==> config.mk <==
export PLATFORM = sky130hd
export DESIGN_NAME = fos_front
export DESIGN_NICKNAME = d
export VERILOG_FILES = /design/src/fos_pkg.sv /design/src/fos_front.sv
export SDC_FILE = /design/constraint.sdc
export NUM_CORES = 1
export LEC_CHECK = 0
export ABC_CLOCK_PERIOD_IN_PS = 5600
export BUFFER_PORTS_ARGS = -buffer_cell sky130_fd_sc_hd__buf_2
export CAP_MARGIN = 40
export CORE_MARGIN = 4
export CORE_UTILIZATION = 61
export CTS_CLUSTER_DIAMETER = 60
export DETAILED_ROUTE_END_ITERATION = 16
export PLACE_DENSITY_LB_ADDON = 0.15
export SETUP_SLACK_MARGIN = 0.5
export SLEW_MARGIN = 20
export SYNTH_ARGS = -nofsm -noshare
export SYNTH_HDL_FRONTEND = slang
export SYNTH_SLANG_ARGS = --single-unit
==> constraint.sdc <==
create_clock -name clk -period 5.6 [get_ports clk]
set_input_delay 0.56 -clock clk [delete_from_list [all_inputs] [get_ports clk]]
set_output_delay 0.56 -clock clk [all_outputs]
set_load 0.02 [all_outputs]
==> src/fos_pkg.sv <==
// ----------------------------------------------------------------------------
// fos_pkg
// Shared types, widths, register codes and helpers for the fuzzy obstacle
// steering block.
// ----------------------------------------------------------------------------
package fos_pkg;

	localparam int ECHO_W        = 15;
	localparam int DIST_W        = 13;
	localparam int CFG_W         = 9;
	localparam int CFG_IDX_W     = 2;
	localparam int DIR_W         = 14;
	localparam int DIR_FRAC_BITS = 12;
	localparam int DIR_QUO_W     = DIR_FRAC_BITS + 2;
	localparam int DIST_SCALE    = 17983;
	localparam int SCALE_W       = 15;
	localparam int PROD_W        = ECHO_W + SCALE_W;
	localparam int ROUND_SHIFT   = 16;
	localparam int LANES         = 3;

	localparam int FRAC_BITS_DEFAULT    = 12;
	localparam int ECHO_TIMEOUT_DEFAULT = 30000;
	localparam int QUEUE_DEPTH_DEFAULT  = 4;

	localparam logic [CFG_IDX_W-1:0] REG_RAMP_START = 2'd0;
	localparam logic [CFG_IDX_W-1:0] REG_RAMP_END   = 2'd1;
	localparam logic [CFG_IDX_W-1:0] REG_MIN_VALID  = 2'd2;
	localparam logic [CFG_IDX_W-1:0] REG_MAX_RANGE  = 2'd3;

	localparam logic [CFG_W-1:0] RAMP_START_RESET = 9'd30;
	localparam logic [CFG_W-1:0] RAMP_END_RESET   = 9'd40;
	localparam logic [CFG_W-1:0] MIN_VALID_RESET  = 9'd2;
	localparam logic [CFG_W-1:0] MAX_RANGE_RESET  = 9'd400;

	typedef struct packed {
		logic [ECHO_W-1:0] left_echo_us;
		logic [ECHO_W-1:0] center_echo_us;
		logic [ECHO_W-1:0] right_echo_us;
	} in_item_t;

	typedef struct packed {
		logic signed [DIR_W-1:0] direction_q12;
		logic                    left_motor_on;
		logic                    right_motor_on;
		logic                    no_rule_fired;
		logic [DIST_W-1:0]       left_distance;
		logic [DIST_W-1:0]       center_distance;
		logic [DIST_W-1:0]       right_distance;
	} out_item_t;

	typedef struct packed {
		logic [CFG_W-1:0] ramp_start_cm;
		logic [CFG_W-1:0] ramp_end_cm;
		logic [CFG_W-1:0] min_valid_cm;
		logic [CFG_W-1:0] max_range_cm;
	} cfg_t;

	// lane 0 left, 1 center, 2 right
	typedef logic [LANES-1:0][DIST_W-1:0] dist_set_t;

	function automatic logic [DIST_W-1:0] cm_to_sixteenths(input logic [CFG_W-1:0] cm);
		return {cm, 4'b0000};
	endfunction

endpackage

==> src/fos_front.sv <==
// ----------------------------------------------------------------------------
// fos_front
// Input side: scales echo times to distances in 1/16 cm and replaces timed
// out or out-of-range readings with the maximum range.
// ----------------------------------------------------------------------------
module fos_front #(
	parameter int ECHO_TIMEOUT_US = fos_pkg::ECHO_TIMEOUT_DEFAULT
) (
	input  logic               clk,
	input  logic               arst_n,
	input  logic               in_valid,
	output logic               in_stall,
	input  fos_pkg::in_item_t  in_item,
	input  fos_pkg::cfg_t      cfg,
	input  logic               queue_full,
	output logic               push,
	output fos_pkg::dist_set_t push_data
);
	import fos_pkg::*;

	localparam int RAW_W = PROD_W - ROUND_SHIFT + 1;
	localparam logic [ECHO_W-1:0] TIMEOUT = ECHO_W'(ECHO_TIMEOUT_US);
	localparam logic [PROD_W:0] ROUND_BIAS = (PROD_W + 1)'(1) << (ROUND_SHIFT - 1);

	logic [LANES-1:0][ECHO_W-1:0] echo;
	logic                         adv;
	logic                         valid_s1;
	logic                         valid_s2;
	logic [LANES-1:0][PROD_W-1:0] prod_s1;
	logic [LANES-1:0]             bad_s1;
	dist_set_t                    dist_s2;
	dist_set_t                    dist_c;
	logic [LANES-1:0][PROD_W:0]   biased;
	logic [LANES-1:0][RAW_W-1:0]  raw;
	logic [DIST_W-1:0]            maxd;
	logic [DIST_W-1:0]            mind;

	assign echo     = {in_item.right_echo_us, in_item.center_echo_us, in_item.left_echo_us};
	assign adv      = !(valid_s2 && queue_full);
	assign in_stall = !adv;
	assign maxd     = cm_to_sixteenths(cfg.max_range_cm);
	assign mind     = cm_to_sixteenths(cfg.min_valid_cm);

	always_comb begin
		for (int i = 0; i < LANES; i++) begin
			biased[i] = (PROD_W + 1)'(prod_s1[i]) + ROUND_BIAS;
			raw[i]    = biased[i][PROD_W:ROUND_SHIFT];
			if (bad_s1[i] || raw[i] < RAW_W'(mind) || raw[i] > RAW_W'(maxd)) begin
				dist_c[i] = maxd;
			end else begin
				dist_c[i] = raw[i][DIST_W-1:0];
			end
		end
	end

	always_ff @(posedge clk or negedge arst_n) begin
		if (!arst_n) begin
			valid_s1 <= 1'b0;
			valid_s2 <= 1'b0;
		end else if (adv) begin
			valid_s1 <= in_valid;
			valid_s2 <= valid_s1;
		end
	end

	always_ff @(posedge clk) begin
		if (adv) begin
			for (int i = 0; i < LANES; i++) begin
				prod_s1[i] <= PROD_W'(echo[i]) * PROD_W'(DIST_SCALE);
				bad_s1[i]  <= (echo[i] == '0) || (echo[i] > TIMEOUT);
			end
			dist_s2 <= dist_c;
		end
	end

	assign push      = valid_s2 && !queue_full;
	assign push_data = dist_s2;

endmodule

**After elaboration in Yosys (flattened, before gate mapping)**

Index checks and enable logic that the tools add are counted.

- Bits in registers: 134
- Input port bits: 85
- Output and inout port bits: 41
- Logic and storage cells: 45

- Add/sub/neg operators: 3
- Multipliers: 3
- Magnitude comparators: 9
- Multiplexer cells: 3
- Reduce and logical (&&, ||, !) cells: 15

Operator list:

| operator | number |
|---|---|
| 30-bit by 16-bit adder with 31-bit output (second input constant) | 3 |
| 15-bit by 15-bit multiplier with 30-bit output (second input constant) | 3 |
| 15-bit by 13-bit > comparator with 1-bit output | 3 |
| 15-bit > comparator (second input constant) | 3 |
| 15-bit logical NOT | 3 |
| 15-bit by 13-bit less-than comparator with 1-bit output | 3 |
| 13-bit two-way mux | 3 |
| 1-bit logical OR | 9 |
| 1-bit logical AND | 2 |
| 1-bit logical NOT | 1 |

**Depth between registers and ports, before layout**

- Depth in word-level cells: 5
- Mapped depth: 21
- Gate-level depth less buffers: 21

**Least setup slack after synthesis**

No wires, ideal clock.

- Path type: input to register
- Start: input in_item[10] (netlist name)
- End: register prod_s1[89] (netlist name), data pin
- Library setup time: 0.262 ns
- Data arrival time: 5.298 ns
- Data required time: 5.338 ns
- Slack: 0.040 ns
- Stages on the path: 20
- Buffers on the path: 0
- Cell sequence: fa_1 inv_1 fa_1 inv_1 ha_1 inv_1 fa_1 inv_1 fa_1 inv_1 fa_1 inv_1 ha_1 and3_1 and4_1 a2bb2oi_1 a31oi_1 and4_1 a2111oi_4 xnor2_1

- Longest elaborated chain between the ends: 1

Ends and longest elaborated chain:

| item | RTL line | RTL |
|---|---|---|
| start: declaration | fos_front.sv:13 | `input fos_pkg::in_item_t in_item,` |
| 15-bit by 15-bit multiplier with 30-bit output | fos_front.sv:69 | `prod_s1[i] <= PROD_W'(echo[i]) * PROD_W'(DIST_SCALE);` |
| end signal: indexed assignment | fos_front.sv:69 |  |
| end: declaration | fos_front.sv:29 | `logic [LANES-1:0][PROD_W-1:0] prod_s1;` |

No other way between the ends.
A chain may end at the register's enable or synchronous reset.

**Final worst setup path**

- Start: input in_item[42] (netlist name)
- End: register prod_s1[29] (netlist name), data pin

Same word-level chain as after synthesis.

==> metrics.md <==
| Metric | Value |
|---|---|
| Die ar. | `30,900 µm²` |
| CP Capture Type | `flop` |
| Dominant cell type by area after synthesis | `ha_1` |
| Post-route setup slack | `0.282 ns` |
| Rows | `61` |
| Final core utilization | `0.751` |
| CTS tree | `built` |
| Mapped Nets | `2,396` |
| Hold Path Stages | `2` |
| Antenna violations before repair | `0` |
| Achievable Freq | `188 MHz` |
| Number of global-route vias before repair | `approximately 13,000` |
| Length of the first detailed-routing pass in iterations | `7` |
| Number of port buffers | `107` |
| CP Max Fanout | `4` |
| Clk Latency, worst-skew pair | `0.35 ns` |
| Clk root buf | `clkbuf_16` |
| Number of max-cap violations | `0` |
| Post-synthesis sequential area ratio | `0.155` |
| R2R cell count | `12` |
| Die height | `176 µm` |
| Antenna diodes | `0` |
| Final Hold Vio Count | `0` |
| Worst setup path class | `input port to flop` |
| DRC violations left | `0` |
| Final Max Tran Viols | `0` |
| Via Count | `12,482` |
| Period utilization | `0.950` |
| Routability cong. | `0.921` |
| DR iter-0 viols | `592` |
| Post-synth EDFFs | `87` |
| CTS sink count | `between 80 and 90` |
| Area Growth Syn to Fin | `21.3%` |
| DRT Wirelength | `between 30,000 and 40,000 µm` |
| Final #Nets | `2,671` |
| Routed len/inst | `16.0 µm` |
| Most instantiated cells after synthesis | `435 x inv_1, 432 x ha_1, 201 x fa_1` |
| Outcome | `completed` |
| Largest net degree at the start of global routing | `63` |
| Distinct cell type count after synthesis | `a little under 70` |
| Final setup viols | `0` |
| Initial Util | `0.619` |
| Grt ovf | `0` |
| Yosys reg bits | `89` |
| Core ar. | `27,800 µm²` |
| FFs w/ async S/R, synth | `0.0225` |
| H-Tree Depth | `3` |
| Ys Warns | `0` |
| Longest Clk Path Bufs | `2` |
| RSZ-0062 raised after global routing | `yes` |
| Global-route usage over all layers | `0.240` |
| CP required | `5.81 ns` |
| Mapped cell area | `17,200 µm²` |
| Ranking of synthesized cells by area | `ha_1 31%, fa_1 23%, edfxtp_1 15%` |
| Mean Syn Cell Area | `10.2 µm²` |
| I/O pin count | `126` |
| Cells after synthesis | `1,678` |
| Ratio of cells with drive above 1 in the final layout | `0.255` |
| Dpl ws | `-0.160 ns` |
| Setup Skew | `~0.0056 ns` |
| Crit path launch type | `input port` |
| Die Width | `176 µm` |
| CTS Buf Count | `9` |
| Top-area cell type share of the netlist area | `0.314` |
| Post-route ant nets | `0` |
| Dpl hpwl | `31,800 µm` |
| Hold WC Path Type | `input port to flop` |
| Clock slew seen by the registers of the worst setup and hold paths | `0.06 ns` |
| Min Tclk post-route | `5.32 ns` |
| First-pass GRT wire length | `61,200 µm` |
| Least-Margin Pin Slew | `0.809 ns` |
| Worst slew margin | `0.459` |
| Vias/cell | `5.34` |
| Top_reg_cell synth | `edfxtp_1` |
| Count leader, synth | `inv_1` |
| Critical Path AT | `5.53 ns` |
| Setup TNS | `0 ns` |
area by class of cell:
class | instances | area [µm²]
multi-input cells | 1149 | 13800
clock inverters | 6 | 58.8
flip-flops and latches | 89 | 2660
inverters | 435 | 1670
repair buffers | 269 | 1950
well taps | 378 | 473
clock buffers | 10 | 229
fillers | 1936 | 6910
layout by cell type (no fill, tap or decap), types with 7 or more instances in the layout:
cell type / count
xor2_1: 24
o211ai_1: 7
o21a_1: 11
nand4_1: 23
inv_2: 34
fa_1: 175
a21oi_2: 18
edfxtp_1: 87
xnor2_1: 48
nor3_1: 8
buf_2: 88
clkbuf_16: 9
clkinvlp_4: 7
inv_1: 391
and3_1: 9
fa_2: 26
nor2_1: 38
a21oi_1: 41
nor2b_1: 9
ha_4: 35
a21o_1: 26
buf_6: 21
nand3_1: 26
buf_4: 153
nand2_1: 42
o21ai_2: 8
ha_1: 395
o21ai_0: 28
mux2_2: 25
sequential cells by signal, indices dropped and copies added (netlist names):
signal,cells
prod_s1,45
push_data,39
valid_s1,1
bad_s1,3
valid_s2,1
timing repair:
action / CTS / global route
gates cloned: 0 / 0
resized for setup: 84 / 129
endpoints found under the hold margin: 2 / 0
setup buffers: 18 / 25
hold buffers: 1 / 0
setup endpoints to repair: 28 / 33
pin swaps: 67 / 95
path summary, 6_finish.rpt:
path	start	to	slack, ns
worst min-delay path	in_valid	valid_s1	0.46
max in group asynchronous	arst_n	valid_s1	4.97
worst max-delay path	in_item[42]	prod_s1[29]	0.28
worst min register to register	valid_s1	valid_s2	0.47
worst max register to register	prod_s1[77]	push_data[35]	1.38
min in group asynchronous	arst_n	valid_s2	0.53
critical path, stage by stage:
cell,delay [ns]
buf_12,0.11
fa_2,0.59
inv_2,0.05
fa_1,0.55
inv_2,0.05
ha_4,0.25
inv_2,0.03
fa_1,0.51
inv_1,0.06
fa_1,0.49
inv_2,0.04
fa_1,0.51
inv_2,0.05
ha_4,0.15
a21oi_2,0.13
nor2_2,0.05
a221oi_2,0.31
o221ai_4,0.21
o31ai_4,0.25
o21ai_2,0.09
or4_1,0.40
nand3_1,0.09
through the flow:
step                area, µm²  cells  hold WS [ns]
floorplan               17500   1678         0.264
global placement        19400   2276         0.346
detailed placement      19400   2276         0.348
CTS                     20200   2311         0.449
global route            20900   2336         0.459
finish                  20900   2336         0.458
metal layers:
metal / GRT usage / wire length, µm / up-vias / part of all wire
li1: - / - / 6110 / -
met1: 0.337 / 16800 / 6077 / 0.45
met2: 0.409 / 18600 / 258 / 0.50
met3: 0.0297 / 1660 / 37 / 0.044
met4: 0.0426 / 401 / 0 / 0.011
met5: 0 / 0 / - / 0
cell families after synthesis:
group / after synthesis / share of synthesized area
compound gates: 207 / 0.0823
xor+xnor: 76 / 0.0387
fa+ha+maj: 633 / 0.548
buf+inv: 440 / 0.0965
flops: 89 / 0.155
mux: 30 / 0.0193
simple gates: 203 / 0.0602
Power is not shown: default switching activity piles up to over one toggle a cycle in this logic, so the estimate is an artifact.
