`config.mk`:
```
export PLATFORM = sky130hd
export DESIGN_NAME = fos_queue
export DESIGN_NICKNAME = d
export VERILOG_FILES = /design/src/fos_pkg.sv /design/src/fos_queue.sv
export SDC_FILE = /design/constraint.sdc
export NUM_CORES = 1
export LEC_CHECK = 0
export ABC_AREA = 1
export CAP_MARGIN = 20
export CORE_ASPECT_RATIO = 0.75
export CORE_UTILIZATION = 35
export CTS_BUF_LIST = sky130_fd_sc_hd__clkbuf_4 sky130_fd_sc_hd__clkbuf_8
export DETAILED_ROUTE_END_ITERATION = 7
export DONT_BUFFER_PORTS = 1
export SYNTH_ARGS = -nofsm -noshare
export SYNTH_HDL_FRONTEND = slang
export SYNTH_SLANG_ARGS = --single-unit
```
`constraint.sdc`:
```
create_clock -name clk -period 2 [get_ports clk]
set_input_delay 0.1 -clock clk [delete_from_list [all_inputs] [get_ports clk]]
set_output_delay 0.1 -clock clk [all_outputs]
set_load 0.01 [all_outputs]
```
`src/fos_pkg.sv`:
```
// ----------------------------------------------------------------------------
// fos_pkg
// Shared types, widths, register codes and helpers for the fuzzy obstacle
// steering block.
// ----------------------------------------------------------------------------
package fos_pkg;

	localparam int ECHO_W        = 15;
	localparam int DIST_W        = 13;
	localparam int CFG_W         = 9;
	localparam int CFG_IDX_W     = 2;
	localparam int DIR_W         = 14;
	localparam int DIR_FRAC_BITS = 12;
	localparam int DIR_QUO_W     = DIR_FRAC_BITS + 2;
	localparam int DIST_SCALE    = 17983;
	localparam int SCALE_W       = 15;
	localparam int PROD_W        = ECHO_W + SCALE_W;
	localparam int ROUND_SHIFT   = 16;
	localparam int LANES         = 3;

	localparam int FRAC_BITS_DEFAULT    = 12;
	localparam int ECHO_TIMEOUT_DEFAULT = 30000;
	localparam int QUEUE_DEPTH_DEFAULT  = 4;

	localparam logic [CFG_IDX_W-1:0] REG_RAMP_START = 2'd0;
	localparam logic [CFG_IDX_W-1:0] REG_RAMP_END   = 2'd1;
	localparam logic [CFG_IDX_W-1:0] REG_MIN_VALID  = 2'd2;
	localparam logic [CFG_IDX_W-1:0] REG_MAX_RANGE  = 2'd3;

	localparam logic [CFG_W-1:0] RAMP_START_RESET = 9'd30;
	localparam logic [CFG_W-1:0] RAMP_END_RESET   = 9'd40;
	localparam logic [CFG_W-1:0] MIN_VALID_RESET  = 9'd2;
	localparam logic [CFG_W-1:0] MAX_RANGE_RESET  = 9'd400;

	typedef struct packed {
		logic [ECHO_W-1:0] left_echo_us;
		logic [ECHO_W-1:0] center_echo_us;
		logic [ECHO_W-1:0] right_echo_us;
	} in_item_t;

	typedef struct packed {
		logic signed [DIR_W-1:0] direction_q12;
		logic                    left_motor_on;
		logic                    right_motor_on;
		logic                    no_rule_fired;
		logic [DIST_W-1:0]       left_distance;
		logic [DIST_W-1:0]       center_distance;
		logic [DIST_W-1:0]       right_distance;
	} out_item_t;

	typedef struct packed {
		logic [CFG_W-1:0] ramp_start_cm;
		logic [CFG_W-1:0] ramp_end_cm;
		logic [CFG_W-1:0] min_valid_cm;
		logic [CFG_W-1:0] max_range_cm;
	} cfg_t;

	// lane 0 left, 1 center, 2 right
	typedef logic [LANES-1:0][DIST_W-1:0] dist_set_t;

	function automatic logic [DIST_W-1:0] cm_to_sixteenths(input logic [CFG_W-1:0] cm);
		return {cm, 4'b0000};
	endfunction

endpackage

```
`src/fos_queue.sv`:
```
// ----------------------------------------------------------------------------
// fos_queue
// Short queue of distance sets between the front and back parts.
// ----------------------------------------------------------------------------
module fos_queue #(
	parameter int DEPTH = fos_pkg::QUEUE_DEPTH_DEFAULT
) (
	input  logic               clk,
	input  logic               arst_n,
	input  logic               push,
	input  fos_pkg::dist_set_t push_data,
	input  logic               pop,
	output logic               full,
	output logic               empty,
	output fos_pkg::dist_set_t head
);
	import fos_pkg::*;

	localparam int PTR_W = (DEPTH > 1) ? $clog2(DEPTH) : 1;
	localparam int CNT_W = $clog2(DEPTH + 1);

	dist_set_t        mem_q [DEPTH];
	logic [PTR_W-1:0] wr_ptr_q;
	logic [PTR_W-1:0] rd_ptr_q;
	logic [CNT_W-1:0] count_q;

	function automatic logic [PTR_W-1:0] ptr_next(input logic [PTR_W-1:0] p);
		return (p == PTR_W'(DEPTH - 1)) ? '0 : p + 1'b1;
	endfunction

	assign full  = (count_q == CNT_W'(DEPTH));
	assign empty = (count_q == '0);
	assign head  = mem_q[rd_ptr_q];

	always_ff @(posedge clk) begin
		if (push) begin
			mem_q[wr_ptr_q] <= push_data;
		end
	end

	always_ff @(posedge clk or negedge arst_n) begin
		if (!arst_n) begin
			wr_ptr_q <= '0;
			rd_ptr_q <= '0;
			count_q  <= '0;
		end else begin
			if (push) begin
				wr_ptr_q <= ptr_next(wr_ptr_q);
			end
			if (pop) begin
				rd_ptr_q <= ptr_next(rd_ptr_q);
			end
			case ({push, pop})
				2'b10: count_q <= count_q + 1'b1;
				2'b01: count_q <= count_q - 1'b1;
				default: count_q <= count_q;
			endcase
		end
	end

endmodule

```
# == Yosys cells after proc, flatten, opt, wreduce, memory -nomap -nowiden ==
# Memories as Yosys holds them, arrays and structs flattened.
# Index checks and enable logic that the tools add are counted.
# op_classes
n_addsub,4
eq_ne,5
mux,5
n_reduce_logical,2
# ops
operator,n
"== test 2 bit, second input constant",3
one-hot mux 3 bit (2 select lines),1
"adder 2 x 1 -> 2 bit, second input constant",2
2-to-1 mux 2 bit,2
"adder 3 x 1 -> 3 bit, second input constant",1
"== test 3 bit, second input constant",1
zero test 3 bit,1
"subtractor 3 x 1 -> 3 bit, second input constant",1
"== test 2 x 1 -> 1 bit, second input constant",1
2-to-1 mux 1 bit,2
nonzero test 2 bit,1
# totals
register_bits,7
ramBits,156
input_bits,43
output_inout_bits,41
wordCells,20
memories,1
# mem_list
name,words,word_bits,read_ports,rd_ports_with_merged_regs,wr,line,rtl
mem_q,4,39,1,0,1,fos_queue.sv:22,dist_set_t mem_q [DEPTH];

# == Depth between registers and ports, before layout ==
# depth
depth_word,2
ltp_mapped,10
depth_no_buf,9

# == Worst setup path after synthesis ==
# OpenSTA, ideal clock, no wires.
# synth_path
kind,flip-flop to flip-flop
from,register wr_ptr_q[0]
to,memory mem_q[2][0] (netlist bit) (enable)
setup_ns,0.394
t_arrival_ns,1.444
path_slack_ns,0.162
stages_incl_launch_ff,5
path_buffers,0
synth_period_minus_slack_ns,1.838
cell_sequence,dfrtp_1 -> inv_1 -> ha_1 -> nand2_1 -> inv_1
# synth_rtl
item,line,rtl
from (decl),fos_queue.sv:23,logic [PTR_W-1:0] wr_ptr_q;
from (signal assigned),fos_queue.sv:48,wr_ptr_q <= ptr_next(wr_ptr_q);
to (decl),fos_queue.sv:22,
# Straight into the memory's write port.

==> summary by stage <==
Pwr
The share of total power dissipated in the clock network is 0.221. In this run the power spent charging and discharging nets is 3550 uW. Cell internal power was estimated by the tool at 6450 uW.

The fraction of power consumed by sequential logic is 0.456. In this run the static leakage power is between 0.003 and 0.004 uW. The share of total power dissipated in combinational logic is 0.323. Of the total power, the share spent switching nets is 0.355. The peak supply drop is around 0.54 mV. Dividing total power by cell area gives a power density of around 1300 nW/um2.

Floorplan
The core area is ~19000 um2. The area of the die is approximately 20000 um2. The number of placed I/O pins is 84. The floorplan has 43 rows. The vertical die dimension is 123 um. The die is ~160 um wide. For this configuration, the core starts out at a cell density of 0.363.

Global routing
The pin count of the biggest net entering global routing is between 40 and 50. The total routing usage reported by global routing is 0.146. The layer flagged by global routing as most heavily used is met2. The routing usage on met3 is 0.0561. The via count of the first global-routing pass came to slightly below 4000. The global routing met1 resource utilization is 0.188. The first-pass GRT wire length is approximately 21000 um. For this run the aggregate overflow at the end of global routing stands at 0.

The initial antenna violation count came to 0. For met2 alone, demand over resource in global routing was 0.225.

Placed design
The congestion estimate from routability-driven global placement came to ~0.7. In this run, placement finished with an instance count of approximately 740. The count of input and output buffers is 0.

The detailed placement HPWL is 8200 um.

Timing
The final max-slew violation count is 0. The clock tree skew after final layout is ~0.008 ns. The final number of setup-violating endpoints is 0.

The actual transition at the worst max-transition pin is 0.373 ns. The final number of hold-violating endpoints was 0. For this run, the top clock speed supported by timing is between 500 and 600 MHz. The portion of the clock cycle consumed by the worst path in the final layout is 0.918.

The aggregate negative setup slack is 0 ns. Setup repair after global routing left no endpoint under its margin. The worst path needs around 1.8 ns of the cycle, external delays included. The headroom to the max-slew limit is 0.750.

Routing
The pre-antenna-repair detailed-routing pass consisted of 4 iterations. The final wirelength is around 13000 um. The total DRC errors in the routed layout is 0. The number of antenna-violating nets in the routed design is 0. The total via count after detailed routing is ~3800. After detailed routing, the average wire length per cell comes to between 15 and 20 um. After detailed routing, the number of vias per cell comes to approximately 4.7. The starting DRC count in detailed routing is 210.

Synth
The synthesized instance count is between 500 and 600. The portion of synthesized cell area occupied by the leading cell type is 0.687. A synthesized cell averages roughly 13 um2. The number of different library cells in the post-synthesis netlist is 18. sky130_fd_sc_hd__edfxtp_1 takes more of the synthesized area than any other cell. After synthesis the netlist holds a flip-flop and latch count of between 150 and 200. The post-synthesis cell area is between 6000 and 7000 um2. The number of nets in the synthesized netlist is about 560. Of the synthesized area, sequential elements account for 0.713. After synthesis, the cell types taking the most area are sky130_fd_sc_hd__edfxtp_1 69%, sky130_fd_sc_hd__nand2_1 7.2%, sky130_fd_sc_hd__o211ai_2 5.5%.

The number of warnings issued by yosys is 0.

Cells and area
The library cells used most frequently in the layout, excluding fill and tap cells, are 156 x sky130_fd_sc_hd__edfxtp_1, 130 x sky130_fd_sc_hd__nand2_1, 87 x sky130_fd_sc_hd__inv_1, 48 x sky130_fd_sc_hd__o211ai_1, 43 x sky130_fd_sc_hd__dlygate4sd3_1. Counting the fill cells in the layout gives around 1700. Across the whole layout, storage elements account for between 4000 and 5000 um2. The proportion of layout cells with a drive suffix above 1 is 0.133. The count of inserted antenna diode cells is 0. The multi-input combinational cells in the finished layout cover a total of between 1000 and 1500 um2.

The net count of the finished layout is 608. Compared with the post-synthesis result, the final layout area differs by 15.0%. The library cell used most frequently in the layout, excluding fill and tap cells, is sky130_fd_sc_hd__edfxtp_1. The number of standard cells in the final layout excluding fillers is around 800.

Setup path
The category of the critical setup timing path is flop to primary output. The worst register-to-register path has a setup slack of 0.53 ns. Counting both buffers and inverters, the worst setup path holds a total of 2. The worst setup path is captured at a primary output. The worst register-to-register path begins at wr_ptr_q[1].

Broken down by cell family, the worst path's largest delay share belongs to buffers and inverters. The worst register-to-register path has a depth of 5. The critical path goes through inv_6 > buf_12 > nand2_1 > o211ai_1 > nand2_1.

The highest fanout seen on the critical path is 46. The largest incremental delay on the critical path is 0.45 ns. The dominant cell type by count on the critical path is sky130_fd_sc_hd__nand2_1. The kind of start point of the critical path is a flop. The end of the worst register-to-register path is mem_q[1][12]. At the worst endpoint, the required time is around 1.9 ns.

Data on the critical path arrives at its endpoint at roughly 1.7 ns. The cell with the biggest individual delay on the critical path is sky130_fd_sc_hd__dfrtp_1.

Hold path
The type of the most critical hold path is input port to flop. The worst hold path begins at push. The count of cells along the worst hold path is 3.

The worst hold path terminates at mem_q[0][3].

Status
The flow ran to the end, and the final reports show no timing, DRC or antenna violations.

Clock network
Buffers inserted during clock tree synthesis total 17. The clock transition time at the flip-flop clock pins of the worst setup and hold paths is roughly 0.08 ns. The H-tree generated during clock tree synthesis spans 4 levels.

The tree is rooted in a sky130_fd_sc_hd__clkbuf_8. TritonCTS built the clock tree. The source-to-sink clock delay at the later pin of the worst-skew pair is ~0.45 ns.

The number of clock sinks is ~160. In this run the deepest clock path goes through 2 buffers.

Run
The reported max-cap violation count is 0.
routing by layer:
metal	part of all wire	vias to the layer above
li1	-	1848
met1	0.47	1881
met2	0.45	89
met3	0.068	15
met4	0.013	0
met5	0	-
area by class of cell:
type / count / share of cell area
timing repair buffer: 56 / 0.0758
sequential: 163 / 0.620
clock inverter: 7 / 0.0112
clock buffer: 20 / 0.0327
multi-input combinational: 227 / 0.176
inverter: 93 / 0.0451
tap: 247 / 0.0394
cells by family (layout without fill, tap and decap cells):
kind of cell,count (synthesis),count (layout),share of synthesized area
AND/OR/NAND/NOR,136,136,0.0758
adder cells (fa/ha/maj),7,7,0.0139
AO/OA/AOI/OAI,83,83,0.112
buffers and inverters,119,176,0.0848
flip-flops,163,163,0.713
XOR/XNOR,1,1,0.00128
sequential cells by signal (all words and copies together), names as in the netlist:
name      flops
count_q       3
mem_q       156
rd_ptr_q      2
wr_ptr_q      2
synth_stat cells (all sizes together):
| cell type | count |
|---|---|
| buf | 25 |
| clkbuf | 1 |
| dfrtp | 7 |
| edfxtp | 156 |
| fa | 1 |
| ha | 6 |
| inv | 93 |
| nand2 | 130 |
| nand3 | 1 |
| nand4 | 1 |
| nor2 | 2 |
| nor3 | 2 |
| o211ai | 78 |
| o21ai | 5 |
| xnor2 | 1 |
worst register-to-register path, cell delays in order, from the launching register on:
cell and delay, ns:
sky130_fd_sc_hd__dfrtp_1 0.41, sky130_fd_sc_hd__inv_1 0.10, sky130_fd_sc_hd__ha_1 0.15, sky130_fd_sc_hd__nand2_1 0.06, sky130_fd_sc_hd__inv_2 0.06, sky130_fd_sc_hd__buf_4 0.35
metrics by stage:
stage               setup WS (ns)  total power [uW]  instance area, um2   util  hold slack (ns)
global route              0.00345             10600                7840  0.418            0.129
floorplan                   0.162              7110                6820      -           -0.196
finish                      0.164             10000                7840  0.418            0.126
detailed placement          0.510              7820                7060  0.376           -0.195
global placement            0.542              7720                7060  0.376           -0.195
CTS                        0.0678             10100                7840  0.417            0.113
worst max path at each step:
stage,cells past startpoint,slack (ns),end,startpoint
2_1_floorplan,4,0.16,mem_q[2][0],wr_ptr_q[0]
3_3_place_gp,5,0.54,mem_q[1][14],wr_ptr_q[1]
3_5_place_dp,5,0.51,mem_q[1][14],wr_ptr_q[1]
4_1_cts,4,0.07,head[12],rd_ptr_q[1]
5_1_grt,5,0.003,head[1],rd_ptr_q[0]
6_report,5,0.16,head[21],rd_ptr_q[0]
power groups by stage:
| stage | registers, uW | clock network [uW] | logic, uW |
|---|---|---|---|
| 2_1_floorplan | 4600 | 0 | 2510 |
| 3_3_place_gp | 4620 | 0 | 3110 |
| 3_5_place_dp | 4640 | 0 | 3180 |
| 4_1_cts | 4570 | 2270 | 3300 |
| 5_1_grt | 4610 | 2430 | 3610 |
| 6_report | 4560 | 2210 | 3230 |
repair_timing:
item	4_1_cts	5_1_grt
setup endpoints to repair	0	18
hold buffers	43	0
gates resized for setup	0	2
buffers inserted	0	0
hold endpoints to repair	170	0
Power figures use the tool's default switching activity.
